**src/hw/rtl/gdo_pkg.sv**
```systemverilog
// Package for the ground-driven oscillator step core.
// Holds the widths, register indexes, register resets and sequencer states used by the interfaces and the step core.
package gdo_pkg;
	localparam int FRAC_BITS_DEF = 16;
	localparam int QW = 32;
	localparam int CFG_W = 31;
	localparam int CFG_IDX_W = 2;

	localparam logic [CFG_IDX_W-1:0] REG_SPRING = 2'd0;
	localparam logic [CFG_IDX_W-1:0] REG_DAMPING = 2'd1;
	localparam logic [CFG_IDX_W-1:0] REG_DIVISOR = 2'd2;

	localparam logic [30:0] SPRING_RST = 31'd1310720;
	localparam logic [30:0] DAMPING_RST = 31'd655360;
	localparam logic [15:0] DIVISOR_RST = 16'd100;

	typedef enum logic [3:0] {
		ST_IDLE, ST_DIVQ, ST_DIVM, ST_DIVA, ST_MKP, ST_MBV, ST_MGD,
		ST_MAVG, ST_OUT
	} state_t;
endpackage

```
**src/hw/rtl/gdo_if.sv**
```systemverilog
// Valid/ready channel interfaces for the step core.
// Depends on gdo_pkg for the field widths.
interface gdo_in_if import gdo_pkg::*; ();
	logic valid;
	logic ready;
	logic signed [QW-1:0] sample_time;
	logic signed [QW-1:0] ground_displacement;
	logic start_record;
	modport source (output valid, sample_time, ground_displacement, start_record, input ready);
	modport sink (input valid, sample_time, ground_displacement, start_record, output ready);
endinterface

interface gdo_out_if import gdo_pkg::*; ();
	logic valid;
	logic ready;
	logic signed [QW-1:0] row_time;
	logic signed [QW-1:0] row_displacement;
	logic signed [QW-1:0] ground_acceleration;
	logic signed [QW-1:0] building_position;
	logic signed [QW-1:0] building_velocity;
	logic arithmetic_fault;
	modport source (output valid, row_time, row_displacement, ground_acceleration,
		building_position, building_velocity, arithmetic_fault, input ready);
	modport sink (input valid, row_time, row_displacement, ground_acceleration,
		building_position, building_velocity, arithmetic_fault, output ready);
endinterface

```
**src/hw/rtl/ground_driven_oscillator_step_core.sv**
```systemverilog
// Ground-driven oscillator step: one step per ground displacement sample.
// Depends on gdo_pkg, gdo_if, gdo_div and gdo_mul.
//
// Usage: samples come in on the in channel (valid/ready); rows leave on the out
// channel. The first sample of a record (start_record or first after reset) gives
// row zero, which can be handed on in the cycle after the sample is taken. The second
// sample gives no row. Every further sample gives the row of the previous sample.
// Such a step runs a bit-serial divider three times (divisor, dt, dt) and a
// two-bit-per-cycle multiplier four times before its row can be handed on; when dt is
// zero, the last two divides are skipped. The next sample can be taken in the cycle
// after the row is handed on.
// The result sits in an output register; a stalled receiver holds the row and the
// block waits. Reset clears phase, state and restores register defaults.
// Configuration is to be written by the user only while idle; the block itself does not enforce it.
module ground_driven_oscillator_step_core import gdo_pkg::*; #(
	parameter int FRAC_BITS = FRAC_BITS_DEF
) (
	input  logic clk,
	input  logic arst_n,
	input  logic cfg_we,
	input  logic [CFG_IDX_W-1:0] cfg_idx,
	input  logic [CFG_W-1:0] cfg_wdata,
	gdo_in_if.sink in_ch,
	gdo_out_if.source out_ch
);
	localparam logic signed [63:0] LIM = 64'sd1 <<< (62 - FRAC_BITS);
	localparam logic signed [63:0] SMAX = 64'sd2147483647;
	localparam logic signed [63:0] SMIN = -64'sd2147483648;

	state_t st_q, st_d;
	logic [30:0] k_q, b_q;
	logic [15:0] div_q;
	logic [1:0] phase_q;
	logic signed [31:0] ot_q, ht_q, od_q, hd_q, pa_q, pos_q, vel_q, nt_q, nd_q;
	logic signed [31:0] dt_q, acc_q, g_q, nv_q;
	logic signed [63:0] q_q, kp_q;
	logic flt_q;
	logic signed [31:0] o_t, o_d, o_a, o_p, o_v;
	logic o_f;

	logic div_start, div_busy, div_done;
	logic mul_start, mul_busy, mul_done;
	logic signed [63:0] dnum, dden, dquo;
	logic signed [31:0] ma, mb;
	logic signed [63:0] mprod, mshift;

	gdo_div #(.W(64)) u_div (.clk, .arst_n, .start(div_start), .num(dnum), .den(dden),
		.busy(div_busy), .done(div_done), .quo(dquo));
	gdo_mul u_mul (.clk, .arst_n, .start(mul_start), .a(ma), .b(mb),
		.busy(mul_busy), .done(mul_done), .prod(mprod));

	assign mshift = mprod >>> FRAC_BITS;

	function automatic logic signed [31:0] sat(input logic signed [63:0] x);
		if (x > SMAX) return 32'sh7fffffff;
		if (x < SMIN) return 32'sh80000000;
		return x[31:0];
	endfunction

	function automatic logic ovf(input logic signed [63:0] x);
		return (x > SMAX) || (x < SMIN);
	endfunction

	logic acc_in, new_rec;
	assign in_ch.ready = (st_q == ST_IDLE) && !out_ch.valid;
	assign acc_in = in_ch.valid && in_ch.ready;
	assign new_rec = in_ch.start_record || (phase_q == 2'd0);

	always_ff @(posedge clk or negedge arst_n) begin
		if (!arst_n) st_q <= ST_IDLE;
		else st_q <= st_d;
	end

	logic signed [63:0] dsum;
	logic [15:0] divn;
	assign divn = (div_q == '0) ? 16'd1 : div_q;
	assign dsum = 64'(nd_q) - (64'(hd_q) <<< 1) + 64'(od_q);

	always_comb begin
		st_d = st_q;
		div_start = 1'b0;
		mul_start = 1'b0;
		dnum = dsum;
		dden = 64'(divn);
		ma = 32'(k_q);
		mb = pos_q;
		case (st_q)
			ST_IDLE: begin
				if (acc_in && !new_rec && phase_q == 2'd2) begin
					st_d = ST_DIVQ;
				end
			end
			ST_DIVQ: begin
				if (!div_busy && !div_done) div_start = 1'b1;
				if (div_done) st_d = ST_DIVM;
			end
			ST_DIVM: begin
				dnum = q_q <<< FRAC_BITS;
				dden = 64'(dt_q);
				if (dt_q == '0) st_d = ST_MKP;
				else begin
					if (!div_busy && !div_done) div_start = 1'b1;
					if (div_done) st_d = ST_DIVA;
				end
			end
			ST_DIVA: begin
				dnum = kp_q <<< FRAC_BITS;
				dden = 64'(dt_q);
				if (!div_busy && !div_done) div_start = 1'b1;
				if (div_done) st_d = ST_MKP;
			end
			ST_MKP: begin
				ma = 32'(k_q);
				mb = pos_q;
				if (!mul_busy && !mul_done) mul_start = 1'b1;
				if (mul_done) st_d = ST_MBV;
			end
			ST_MBV: begin
				ma = 32'(b_q);
				mb = vel_q;
				if (!mul_busy && !mul_done) mul_start = 1'b1;
				if (mul_done) st_d = ST_MGD;
			end
			ST_MGD: begin
				ma = g_q;
				mb = dt_q;
				if (!mul_busy && !mul_done) mul_start = 1'b1;
				if (mul_done) st_d = ST_MAVG;
			end
			ST_MAVG: begin
				ma = 32'((64'(vel_q) + 64'(nv_q)) >>> 1);
				mb = dt_q;
				if (!mul_busy && !mul_done) mul_start = 1'b1;
				if (mul_done) st_d = ST_OUT;
			end
			ST_OUT: st_d = ST_IDLE;
			default: st_d = ST_IDLE;
		endcase
	end

	logic signed [63:0] dtw, gw, vw, pw, mid;
	assign dtw = 64'(ht_q) - 64'(ot_q);
	assign gw = 64'(pa_q) - kp_q - mshift;
	assign vw = 64'(vel_q) + mshift;
	assign pw = 64'(pos_q) + mshift;
	assign mid = (dquo > LIM) ? LIM : ((dquo < -LIM) ? -LIM : dquo);

	always_ff @(posedge clk or negedge arst_n) begin
		if (!arst_n) begin
			k_q <= SPRING_RST;
			b_q <= DAMPING_RST;
			div_q <= DIVISOR_RST;
			phase_q <= 2'd0;
			ot_q <= '0; ht_q <= '0; od_q <= '0; hd_q <= '0;
			pa_q <= '0; pos_q <= '0; vel_q <= '0;
			out_ch.valid <= 1'b0;
		end else begin
			if (cfg_we) begin
				case (cfg_idx)
					REG_SPRING: k_q <= cfg_wdata;
					REG_DAMPING: b_q <= cfg_wdata;
					REG_DIVISOR: div_q <= cfg_wdata[15:0];
					default: ;
				endcase
			end
			if (out_ch.valid && out_ch.ready) out_ch.valid <= 1'b0;
			if (acc_in) begin
				if (new_rec) begin
					ht_q <= in_ch.sample_time; hd_q <= in_ch.ground_displacement;
					ot_q <= '0; od_q <= '0; pa_q <= '0; pos_q <= '0; vel_q <= '0;
					phase_q <= 2'd1;
					o_t <= in_ch.sample_time; o_d <= in_ch.ground_displacement;
					o_a <= '0; o_p <= '0; o_v <= '0; o_f <= 1'b0;
					out_ch.valid <= 1'b1;
				end else if (phase_q == 2'd1) begin
					ot_q <= ht_q; od_q <= hd_q;
					ht_q <= in_ch.sample_time; hd_q <= in_ch.ground_displacement;
					phase_q <= 2'd2;
				end
			end
			if (st_q == ST_OUT) begin
				o_t <= ht_q; o_d <= hd_q; o_a <= acc_q; o_p <= pos_q; o_v <= nv_q;
				o_f <= flt_q;
				out_ch.valid <= 1'b1;
				pa_q <= acc_q; vel_q <= nv_q;
				ot_q <= ht_q; od_q <= hd_q; ht_q <= nt_q; hd_q <= nd_q;
			end
			if (st_q == ST_MAVG && mul_done) pos_q <= sat(pw);
		end
	end

	always_ff @(posedge clk) begin
		if (st_q == ST_IDLE && acc_in) begin
			nt_q <= in_ch.sample_time;
			nd_q <= in_ch.ground_displacement;
			dt_q <= sat(dtw);
			flt_q <= ovf(dtw);
		end
		if (st_q == ST_DIVQ && div_done) begin
			q_q <= dquo;
			if (dt_q == '0) begin
				flt_q <= 1'b1;
				acc_q <= dquo[63] ? 32'sh80000000 : ((dquo != '0) ? 32'sh7fffffff : '0);
			end
		end
		if (st_q == ST_DIVM && div_done) begin
			kp_q <= mid;
			if (dquo > LIM || dquo < -LIM) flt_q <= 1'b1;
		end
		if (st_q == ST_DIVA && div_done) begin
			acc_q <= sat(dquo);
			if (ovf(dquo)) flt_q <= 1'b1;
		end
		if (st_q == ST_MKP && mul_done) kp_q <= mshift;
		if (st_q == ST_MBV && mul_done) begin
			g_q <= sat(gw);
			if (ovf(gw)) flt_q <= 1'b1;
		end
		if (st_q == ST_MGD && mul_done) begin
			nv_q <= sat(vw);
			if (ovf(vw)) flt_q <= 1'b1;
		end
		if (st_q == ST_MAVG && mul_done && ovf(pw)) flt_q <= 1'b1;
	end

	assign out_ch.row_time = o_t;
	assign out_ch.row_displacement = o_d;
	assign out_ch.ground_acceleration = o_a;
	assign out_ch.building_position = o_p;
	assign out_ch.building_velocity = o_v;
	assign out_ch.arithmetic_fault = o_f;

	a_no_accept_busy: assert property (@(posedge clk) disable iff (!arst_n)
		(st_q != ST_IDLE) |-> !in_ch.ready) else $error("input taken while busy");
	a_out_after_step: assert property (@(posedge clk) disable iff (!arst_n)
		(st_q == ST_OUT) |=> out_ch.valid) else $error("row not presented");
	a_units_exclusive: assert property (@(posedge clk) disable iff (!arst_n)
		!(div_busy && mul_busy)) else $error("divider and multiplier overlap");
endmodule

```
**src/hw/rtl/gdo_div.sv**
```systemverilog
// Bit-serial restoring divider, one quotient bit per cycle, truncation toward zero.
// Needs no package; start, busy and done form its handshake.
module gdo_div #(
	parameter int W = 64
) (
	input  logic clk,
	input  logic arst_n,
	input  logic start,
	input  logic signed [W-1:0] num,
	input  logic signed [W-1:0] den,
	output logic busy,
	output logic done,
	output logic signed [W-1:0] quo
);
	localparam int CW = $clog2(W + 1);
	logic [W-1:0] q_q, d_q;
	logic [W:0] r_q;
	logic neg_q;
	logic [CW-1:0] cnt_q;
	logic [W:0] trial;
	logic [W:0] rsh;

	assign rsh = {r_q[W-1:0], q_q[W-1]};
	assign trial = rsh - {1'b0, d_q};

	always_ff @(posedge clk or negedge arst_n) begin
		if (!arst_n) begin
			cnt_q <= '0;
			done <= 1'b0;
		end else begin
			done <= 1'b0;
			if (start) begin
				cnt_q <= CW'(W);
			end else if (cnt_q != '0) begin
				cnt_q <= cnt_q - 1'b1;
				if (cnt_q == CW'(1)) done <= 1'b1;
			end
		end
	end

	always_ff @(posedge clk) begin
		if (start) begin
			q_q <= num[W-1] ? W'(-num) : num;
			d_q <= den[W-1] ? W'(-den) : den;
			r_q <= '0;
			neg_q <= num[W-1] ^ den[W-1];
		end else if (cnt_q != '0) begin
			if (!trial[W]) begin
				r_q <= trial;
				q_q <= {q_q[W-2:0], 1'b1};
			end else begin
				r_q <= rsh;
				q_q <= {q_q[W-2:0], 1'b0};
			end
		end
	end

	assign busy = (cnt_q != '0);
	assign quo = neg_q ? W'(-q_q) : q_q;
endmodule

```
**src/hw/rtl/gdo_mul.sv**
```systemverilog
// Bit-serial shift-add multiplier of two signed 32-bit operands, two bits per cycle.
// Needs no package; start, busy and done form its handshake.
module gdo_mul (
	input  logic clk,
	input  logic arst_n,
	input  logic start,
	input  logic signed [31:0] a,
	input  logic signed [31:0] b,
	output logic busy,
	output logic done,
	output logic signed [63:0] prod
);
	logic [63:0] acc_q, mc_q;
	logic [31:0] mp_q;
	logic [4:0] cnt_q;
	logic [63:0] add0, add1;

	assign add0 = mp_q[0] ? mc_q : '0;
	assign add1 = mp_q[1] ? {mc_q[62:0], 1'b0} : '0;

	always_ff @(posedge clk or negedge arst_n) begin
		if (!arst_n) begin
			cnt_q <= '0;
			done <= 1'b0;
		end else begin
			done <= 1'b0;
			if (start) cnt_q <= 5'd16;
			else if (cnt_q != '0) begin
				cnt_q <= cnt_q - 1'b1;
				if (cnt_q == 5'd1) done <= 1'b1;
			end
		end
	end

	always_ff @(posedge clk) begin
		if (start) begin
			acc_q <= '0;
			mc_q <= 64'(a);
			mp_q <= b;
		end else if (cnt_q != '0) begin
			// top bit of the multiplier carries weight -2^31
			if (cnt_q == 5'd1) acc_q <= acc_q + add0 - add1;
			else acc_q <= acc_q + add0 + add1;
			mc_q <= {mc_q[61:0], 2'b00};
			mp_q <= {2'b00, mp_q[31:2]};
		end
	end

	assign busy = (cnt_q != '0);
	assign prod = acc_q;
endmodule
```
**src/flat_wrapper.sv**
```systemverilog
// flat-port wrapper written by rule: the top's interface ports become plain ports
module ground_driven_oscillator_step_core_flat import gdo_pkg::*;
#(
	parameter int FRAC_BITS = FRAC_BITS_DEF
)
  (clk, arst_n, cfg_we, cfg_idx, cfg_wdata, in_ch_valid, in_ch_sample_time, in_ch_ground_displacement, in_ch_start_record, in_ch_ready, out_ch_valid, out_ch_row_time, out_ch_row_displacement, out_ch_ground_acceleration, out_ch_building_position, out_ch_building_velocity, out_ch_arithmetic_fault, out_ch_ready);
  gdo_in_if in_ch_i ();
  gdo_out_if out_ch_i ();
  input  logic clk;
  input  logic arst_n;
  input  logic cfg_we;
  input  logic [CFG_IDX_W-1:0] cfg_idx;
  input  logic [CFG_W-1:0] cfg_wdata;
  input wire logic [$bits(in_ch_i.valid)-1:0] in_ch_valid;
  input wire logic [$bits(in_ch_i.sample_time)-1:0] in_ch_sample_time;
  input wire logic [$bits(in_ch_i.ground_displacement)-1:0] in_ch_ground_displacement;
  input wire logic [$bits(in_ch_i.start_record)-1:0] in_ch_start_record;
  output wire logic [$bits(in_ch_i.ready)-1:0] in_ch_ready;
  output wire logic [$bits(out_ch_i.valid)-1:0] out_ch_valid;
  output wire logic [$bits(out_ch_i.row_time)-1:0] out_ch_row_time;
  output wire logic [$bits(out_ch_i.row_displacement)-1:0] out_ch_row_displacement;
  output wire logic [$bits(out_ch_i.ground_acceleration)-1:0] out_ch_ground_acceleration;
  output wire logic [$bits(out_ch_i.building_position)-1:0] out_ch_building_position;
  output wire logic [$bits(out_ch_i.building_velocity)-1:0] out_ch_building_velocity;
  output wire logic [$bits(out_ch_i.arithmetic_fault)-1:0] out_ch_arithmetic_fault;
  input wire logic [$bits(out_ch_i.ready)-1:0] out_ch_ready;
  assign in_ch_i.valid = in_ch_valid;
  assign in_ch_i.sample_time = in_ch_sample_time;
  assign in_ch_i.ground_displacement = in_ch_ground_displacement;
  assign in_ch_i.start_record = in_ch_start_record;
  assign in_ch_ready = in_ch_i.ready;
  assign out_ch_valid = out_ch_i.valid;
  assign out_ch_row_time = out_ch_i.row_time;
  assign out_ch_row_displacement = out_ch_i.row_displacement;
  assign out_ch_ground_acceleration = out_ch_i.ground_acceleration;
  assign out_ch_building_position = out_ch_i.building_position;
  assign out_ch_building_velocity = out_ch_i.building_velocity;
  assign out_ch_arithmetic_fault = out_ch_i.arithmetic_fault;
  assign out_ch_i.ready = out_ch_ready;
  ground_driven_oscillator_step_core #(.FRAC_BITS(FRAC_BITS)) u_core (.clk(clk), .arst_n(arst_n), .cfg_we(cfg_we), .cfg_idx(cfg_idx), .cfg_wdata(cfg_wdata), .in_ch(in_ch_i), .out_ch(out_ch_i));
endmodule
```
**config.mk**
```make
export PLATFORM = sky130hd
export DESIGN_NAME = ground_driven_oscillator_step_core_flat
export DESIGN_NICKNAME = d
export VERILOG_FILES = /design/src/hw/rtl/gdo_pkg.sv /design/src/hw/rtl/gdo_if.sv /design/src/hw/rtl/ground_driven_oscillator_step_core.sv /design/src/hw/rtl/gdo_div.sv /design/src/hw/rtl/gdo_mul.sv /design/src/flat_wrapper.sv
export SDC_FILE = /design/constraint.sdc
export NUM_CORES = 2
export LEC_CHECK = 0
export ABC_AREA = 1
export BUFFER_PORTS_ARGS = -buffer_cell sky130_fd_sc_hd__buf_2
export CAP_MARGIN = 10
export CORE_MARGIN = 2
export CORE_UTILIZATION = 40
export CTS_BUF_LIST = sky130_fd_sc_hd__clkbuf_8
export CTS_CLUSTER_DIAMETER = 40
export CTS_CLUSTER_SIZE = 25
export DETAILED_ROUTE_END_ITERATION = 7
export SLEW_MARGIN = 20
export SYNTH_ARGS = -nofsm -noshare
export SYNTH_HDL_FRONTEND = slang
export SYNTH_SLANG_ARGS = --single-unit
```
**constraint.sdc**
```tcl
create_clock -name clk -period 17.2 [get_ports clk]
set_input_delay 2.58 -clock clk [delete_from_list [all_inputs] [get_ports clk]]
set_output_delay 2.58 -clock clk [all_outputs]
set_load 0.03 [all_outputs]
```
# Word level (Yosys, flattened, before mapping)
# Cells that the tools add are included.
# word_totals
register_bits,1142
latchBits,0
ramBits,0
romBits,0
out_inout_bits,163
n_memories,0
# classes
addsub,17
mul,0
div_mod_pow,0
magnitude_cmp,12
n_eq_ne,22
shift,0
mux,146
n_bitwise,1
reduce_logical,62
# op_table
operator,count
$mux 32,54
$mux 64,15
$gt 64x32->1 const B,5
$lt 64x32->1 const B,5
$neg 64->64,3
$add 64x64->64,2
$pmux 64 s2,1
$add 32x48->49,2
$pmux 32 s3,1
$sub 65x64->65,1
$gt 64x48->1 const B,1
$lt 64x47->1 const B,1
$pmux 32 s2,1
$reduce_bool 64->1,1
$sub 32x64->64,1
$sub 64x48->64,1
$sub 64x64->64,1
$mux 63,1
$mux 1,54
$mux 4,9
$add 34x32->35,1
$sub 32x33->34,1
$add 32x32->33,1
$sub 32x32->33,1
other kinds (37),96

# Longest topological paths before layout
# depth
ltp_word,15
ltp_mapped,37
depth_no_buf,35

# Hierarchy
# Synthesis repeated with hierarchy kept, for this count alone.
# hier_totals
cells_unflattened,13694
hier_area_um2,92982.9
# by_module_without_submodules
module,n_inst,cells_per_inst,area_each_um2,seq_area_each_um2
ground_driven_oscillator_step_core,1,7170,53780.3,21724.6
gdo_div,1,3511,20763.7,5355.1
gdo_mul,1,3013,18438.9,4314.1

# Worst setup path before layout
# Ideal clock, no wire load.
# synth_path
path_kind,input to register
startpoint,in in_ch_valid
endpoint,reg u_core.o_f (netlist: u_core.out_ch.arithmetic_fault) (enable)
setup_time_ns,0.685
arrival_time_ns,9.896
path_slack_ns,6.620
stages,5
path_buffers,1
path_cell_list,nand2_1 nor2_1 nor2_1 clkbuf_1 nor2_1
# synth_via
elab_chain_len,3
# synth_rtl
element,line,rtl
"start, declared",flat_wrapper.sv:14,input wire logic [$bits(in_ch_i.valid)-1:0] in_ch_valid;
$logic_and 1x1->1,ground_driven_oscillator_step_core.sv:66,assign acc_in = in_ch.valid && in_ch.ready;
$reduce_bool 2->1 (no source line),-,
$reduce_and 3->1 (no source line),-,
"end signal, assigned",ground_driven_oscillator_step_core.sv:183,o_f <= flt_q;
"end, declared",ground_driven_oscillator_step_core.sv:39,logic o_f;
# No other way between the ends.
# A chain may end at the register's enable or synchronous reset.

# Worst setup path after layout
# layout_path
startpoint,reg u_core.u_mul.mp_q[0]
endpoint,reg u_core.u_mul.acc_q[33] (netlist: u_core.u_mul.prod[33])
# layout_via
elab_chain_len,4
# layout_rtl
element,line,rtl
"start, declared",gdo_mul.sv:14,logic [31:0] mp_q;
"start signal, assigned",gdo_mul.sv:45,"mp_q <= {2'b00, mp_q[31:2]};"
$mux 64 (*),gdo_mul.sv:18,assign add0 = mp_q[0] ? mc_q : '0;
$add 64x64->64 (*),"gdo_mul.sv:42, gdo_mul.sv:43",
$add 64x64->64 or $sub 64x64->64 (tied branches),"gdo_mul.sv:43, gdo_mul.sv:42",
$mux 64 (*),gdo_mul.sv:42,if (cnt_q == 5'd1) acc_q <= acc_q + add0 - add1;
"end signal, assigned",gdo_mul.sv:42,
"end signal, assigned",gdo_mul.sv:43,else acc_q <= acc_q + add0 + add1;
"end, declared",gdo_mul.sv:13,"logic [63:0] acc_q, mc_q;"
# Mark *: on every way between the ends. The rest lies on a longest branch, timed or not.

==> impl_metrics.json <==
{
  "outcome": "finished clean",
  "hold_violations": 0,
  "async_reset_ff_share_pct": 28.3,
  "report.final.slew_viol_count": 0,
  "skew_ns": 0.113,
  "totalWireLength_mm": 369,
  "cts_root_buffer": "clkbuf_8",
  "antenna_found_initial": 17,
  "ys_seq_elements": 1142,
  "max-clock-path-buffers": 3,
  "gp_congestion": 1.03,
  "synth_seq_area_share_pct": 36.1,
  "core_area_um2": 217000,
  "synth-edff-count": 690,
  "multiInputGateArea_um2": 47600,
  "slowest_delay_ns": 0.59,
  "syn_area_um2": 87000,
  "place_hpwl_mm": 296,
  "grt_pass1_wl_mm": 537,
  "grt_start_max_net_pins": 185,
  "holdPathEnd": "u_core.u_mul.prod[12]",
  "io_pins": 266,
  "cp-start-kind": "flip-flop",
  "post-route-min-period_ns": 6.12,
  "rr_endpoint": "u_core.u_mul.prod[33]",
  "cts_post_setup_buffers_inserted": 0,
  "crit_fanout": 64,
  "regToRegStartpoint": "u_core.u_mul.mp_q[0]",
  "wire_per_inst_um": 23.8,
  "rsz0062_at_grt": "false",
  "ctsHoldBuffers": 0,
  "crit_top_cell": "nand2_1",
  "min-delay-start": "u_core.u_mul.prod[12]",
  "drt-vias-per-instance": 5.56,
  "crit_required_ns": 18.04,
  "dieArea_um2": 221000,
  "hp-class": "flip-flop to flip-flop",
  "setup_viol": 0,
  "vias": 86201,
  "ctsResizeCount": 0,
  "synthToLayoutAreaGrowth_pct": 11.1,
  "cp_slowest_cell": "buf_4",
  "grt_pass1_vias": 81534,
  "htree_levels": 4,
  "whs_path_depth": 2,
  "crit_path_end_kind": "flip-flop",
  "io_buffers": 265,
  "r2r_setup_slack_ns": 11.08,
  "fillers": 22538,
  "path_delay_family": "compound AO/OA/AOI/OAI gates",
  "place_inst": 15081,
  "cts_tree": "built",
  "grt_usage_pct": 32.3,
  "overflow": 0,
  "post-route-drc-count": 0,
  "drt-pass1-iter-count": 8,
  "post-route-period-util_pct": 35.6,
  "initial_core_util_pct": 40.1,
  "dr.first_iter.drc_count": 9372,
  "die_x_um": 470,
  "synth_cell_types": 75,
  "path_clk_slew_ns": 0.08,
  "cts.sinks": 1142,
  "drive_gt1_share_pct": 7.50,
  "die_h_um": 470,
  "avgSynthCellArea_um2": 7.17,
  "tightest_slew_ns": 1.16,
  "critPathKind": "flip-flop to flip-flop",
  "fin_setup_tns_ns": 0,
  "drv_cap": 0,
  "cts_buffers": 215,
  "syn_inst": 12142,
  "ant_nets": 0,
  "ys.flop_type": "edfxtp_1",
  "slew_headroom_pct": 22.8,
  "clock_latency_ns": 1.07,
  "ff_latch_area_um2": 31400,
  "instances_no_fill": 15503,
  "crit_buf_inv": 2,
  "nNetsFinal": 13106,
  "reg2reg_depth": 25,
  "num_rows": 171,
  "crit_arrival_ns": 6.96,
  "fmax_mhz": 163,
  "yosys_warnings": 0
}
-- synthesized netlist by cell type (8+ instances only) --
cell type	count	area share, %
nand3_1	498	2.9
nor2_2	29	0.21
nand2_1	3212	14
and2_1	8	0.058
nand4_1	129	0.93
o22ai_2	20	0.29
buf_1	20	0.086
nor3_1	93	0.53
or2_2	19	0.14
ha_1	458	6.6
nor4_1	42	0.30
nor2_4	9	0.12
nand3_2	11	0.13
a31oi_1	97	0.70
inv_1	1824	7.9
o221ai_1	42	0.42
o21a_1	58	0.50
a21oi_1	770	4.4
nor2_1	1321	5.7
o21bai_1	38	0.33
fa_1	101	2.3
o21ai_1	73	0.42
a21o_1	35	0.30
o22ai_1	118	0.85
buf_4	9	0.078
nand2_2	33	0.24
a221oi_1	47	0.47
buf_6	14	0.18
a21boi_0	24	0.21
o21ai_0	953	5.5
o31ai_1	10	0.086
xnor2_1	179	1.8
buf_2	56	0.32
edfxtp_1	690	24
clkbuf_1	196	0.85
inv_2	23	0.099
o211ai_1	78	0.67
dfxtp_1	129	3.0
dfrtp_1	316	9.1
xor2_1	235	2.4
nand3b_1	41	0.35
and3_1	11	0.079
-- cells by family after synthesis --
logic type	after synthesis	share of synthesized area (%)
AOI/OAI and AO/OA	2399	15.5
xor gates and xnor gates	416	4.20
adders and majority gates	559	8.91
buffers and inverters	2148	9.51
DFF	1142	36.1
muxes	1	0.0115
other	1	0.00431
and+or+nand+nor	5476	25.8
-- layout by cell type, fill, tap and decap left out, types with 92 or more instances in the layout --
| cell | count |
|---|---|
| fa_1 | 101 |
| nor3_1 | 92 |
| dfxtp_1 | 129 |
| o22ai_1 | 118 |
| ha_1 | 458 |
| edfxtp_1 | 690 |
| a31oi_1 | 97 |
| xnor2_1 | 179 |
| nand2_1 | 3210 |
| inv_1 | 1831 |
| xor2_1 | 235 |
| nand4_1 | 129 |
| a21oi_1 | 770 |
| nor2_1 | 1310 |
| buf_2 | 264 |
| dfrtp_1 | 315 |
| nand3_1 | 497 |
| clkbuf_8 | 222 |
| o21ai_0 | 951 |
-- worst min-delay path: cells and delay by family, from the launching register on --
| family | cells | cell delay [ns] |
|---|---|---|
| simple gates | 2 | 0.10 |
| flops | 1 | 0.31 |
-- worst max-delay path by stage --
| stage | startpoint | endpoint | slack [ns] | cells past startpoint |
|---|---|---|---|---|
| 4_1_cts | u_core.u_mul.mp_q[0] | u_core.u_mul.prod[33] | 11.18 | 25 |
| 5_1_grt | u_core.u_mul.mp_q[0] | u_core.u_mul.prod[57] | 10.65 | 33 |
| 3_5_place_dp | u_core.u_mul.mp_q[0] | u_core.u_mul.prod[33] | 11.17 | 25 |
| 6_report | u_core.u_mul.mp_q[0] | u_core.u_mul.prod[33] | 11.08 | 25 |
| 2_1_floorplan | in_ch_valid | u_core.out_ch.arithmetic_fault | 6.62 | 5 |
| 3_3_place_gp | u_core.u_mul.mp_q[0] | u_core.u_mul.prod[33] | 11.05 | 25 |
-- state kept, by name (all words and copies together), names as in the netlist, 48 cells and up --
name               cells
u_core.u_div.q_q      64
u_core.kp_q           64
u_core.u_div.d_q      64
u_core.q_q            48
u_core.u_div.r_q      64
u_core.u_mul.mc_q     64
u_core.u_mul.prod     64
-- cell type report --
class	instances	area share [%]
diodes	11	0.0285
clock buffers	222	3.16
clock inverters	189	2.13
inverters	1853	7.21
multi-input cells	8882	49.2
flip-flops and latches	1142	32.5
well taps	2854	3.69
repair buffers	350	2.06
-- routing by layer --
| metal | global-route usage, % | wire (um) | vias up | share of wire (%) |
|---|---|---|---|---|
| li1 | - | - | 40543 | - |
| met1 | 45.4 | 164000 | 41347 | 44 |
| met2 | 49.7 | 160000 | 3702 | 43 |
| met3 | 5.75 | 29900 | 603 | 8.1 |
| met4 | 11.5 | 14300 | 6 | 3.9 |
| met5 | 0 | 333 | - | 0.090 |
-- per-stage QoR --
stage          hold WS [ns]  util [%]  area (um2)  worst slack (ns)
2_1_floorplan         0.433         -       87100              6.62
3_3_place_gp          0.448      42.2       91500             11.05
3_5_place_dp          0.451      42.2       91500             11.17
4_1_cts               0.461      44.6       96600             11.18
5_1_grt               0.489      44.6       96600             10.65
6_report              0.459      44.6       96700             11.08
Power is not shown: default switching activity piles up to over one toggle a cycle in this logic, so the estimate is an artifact.
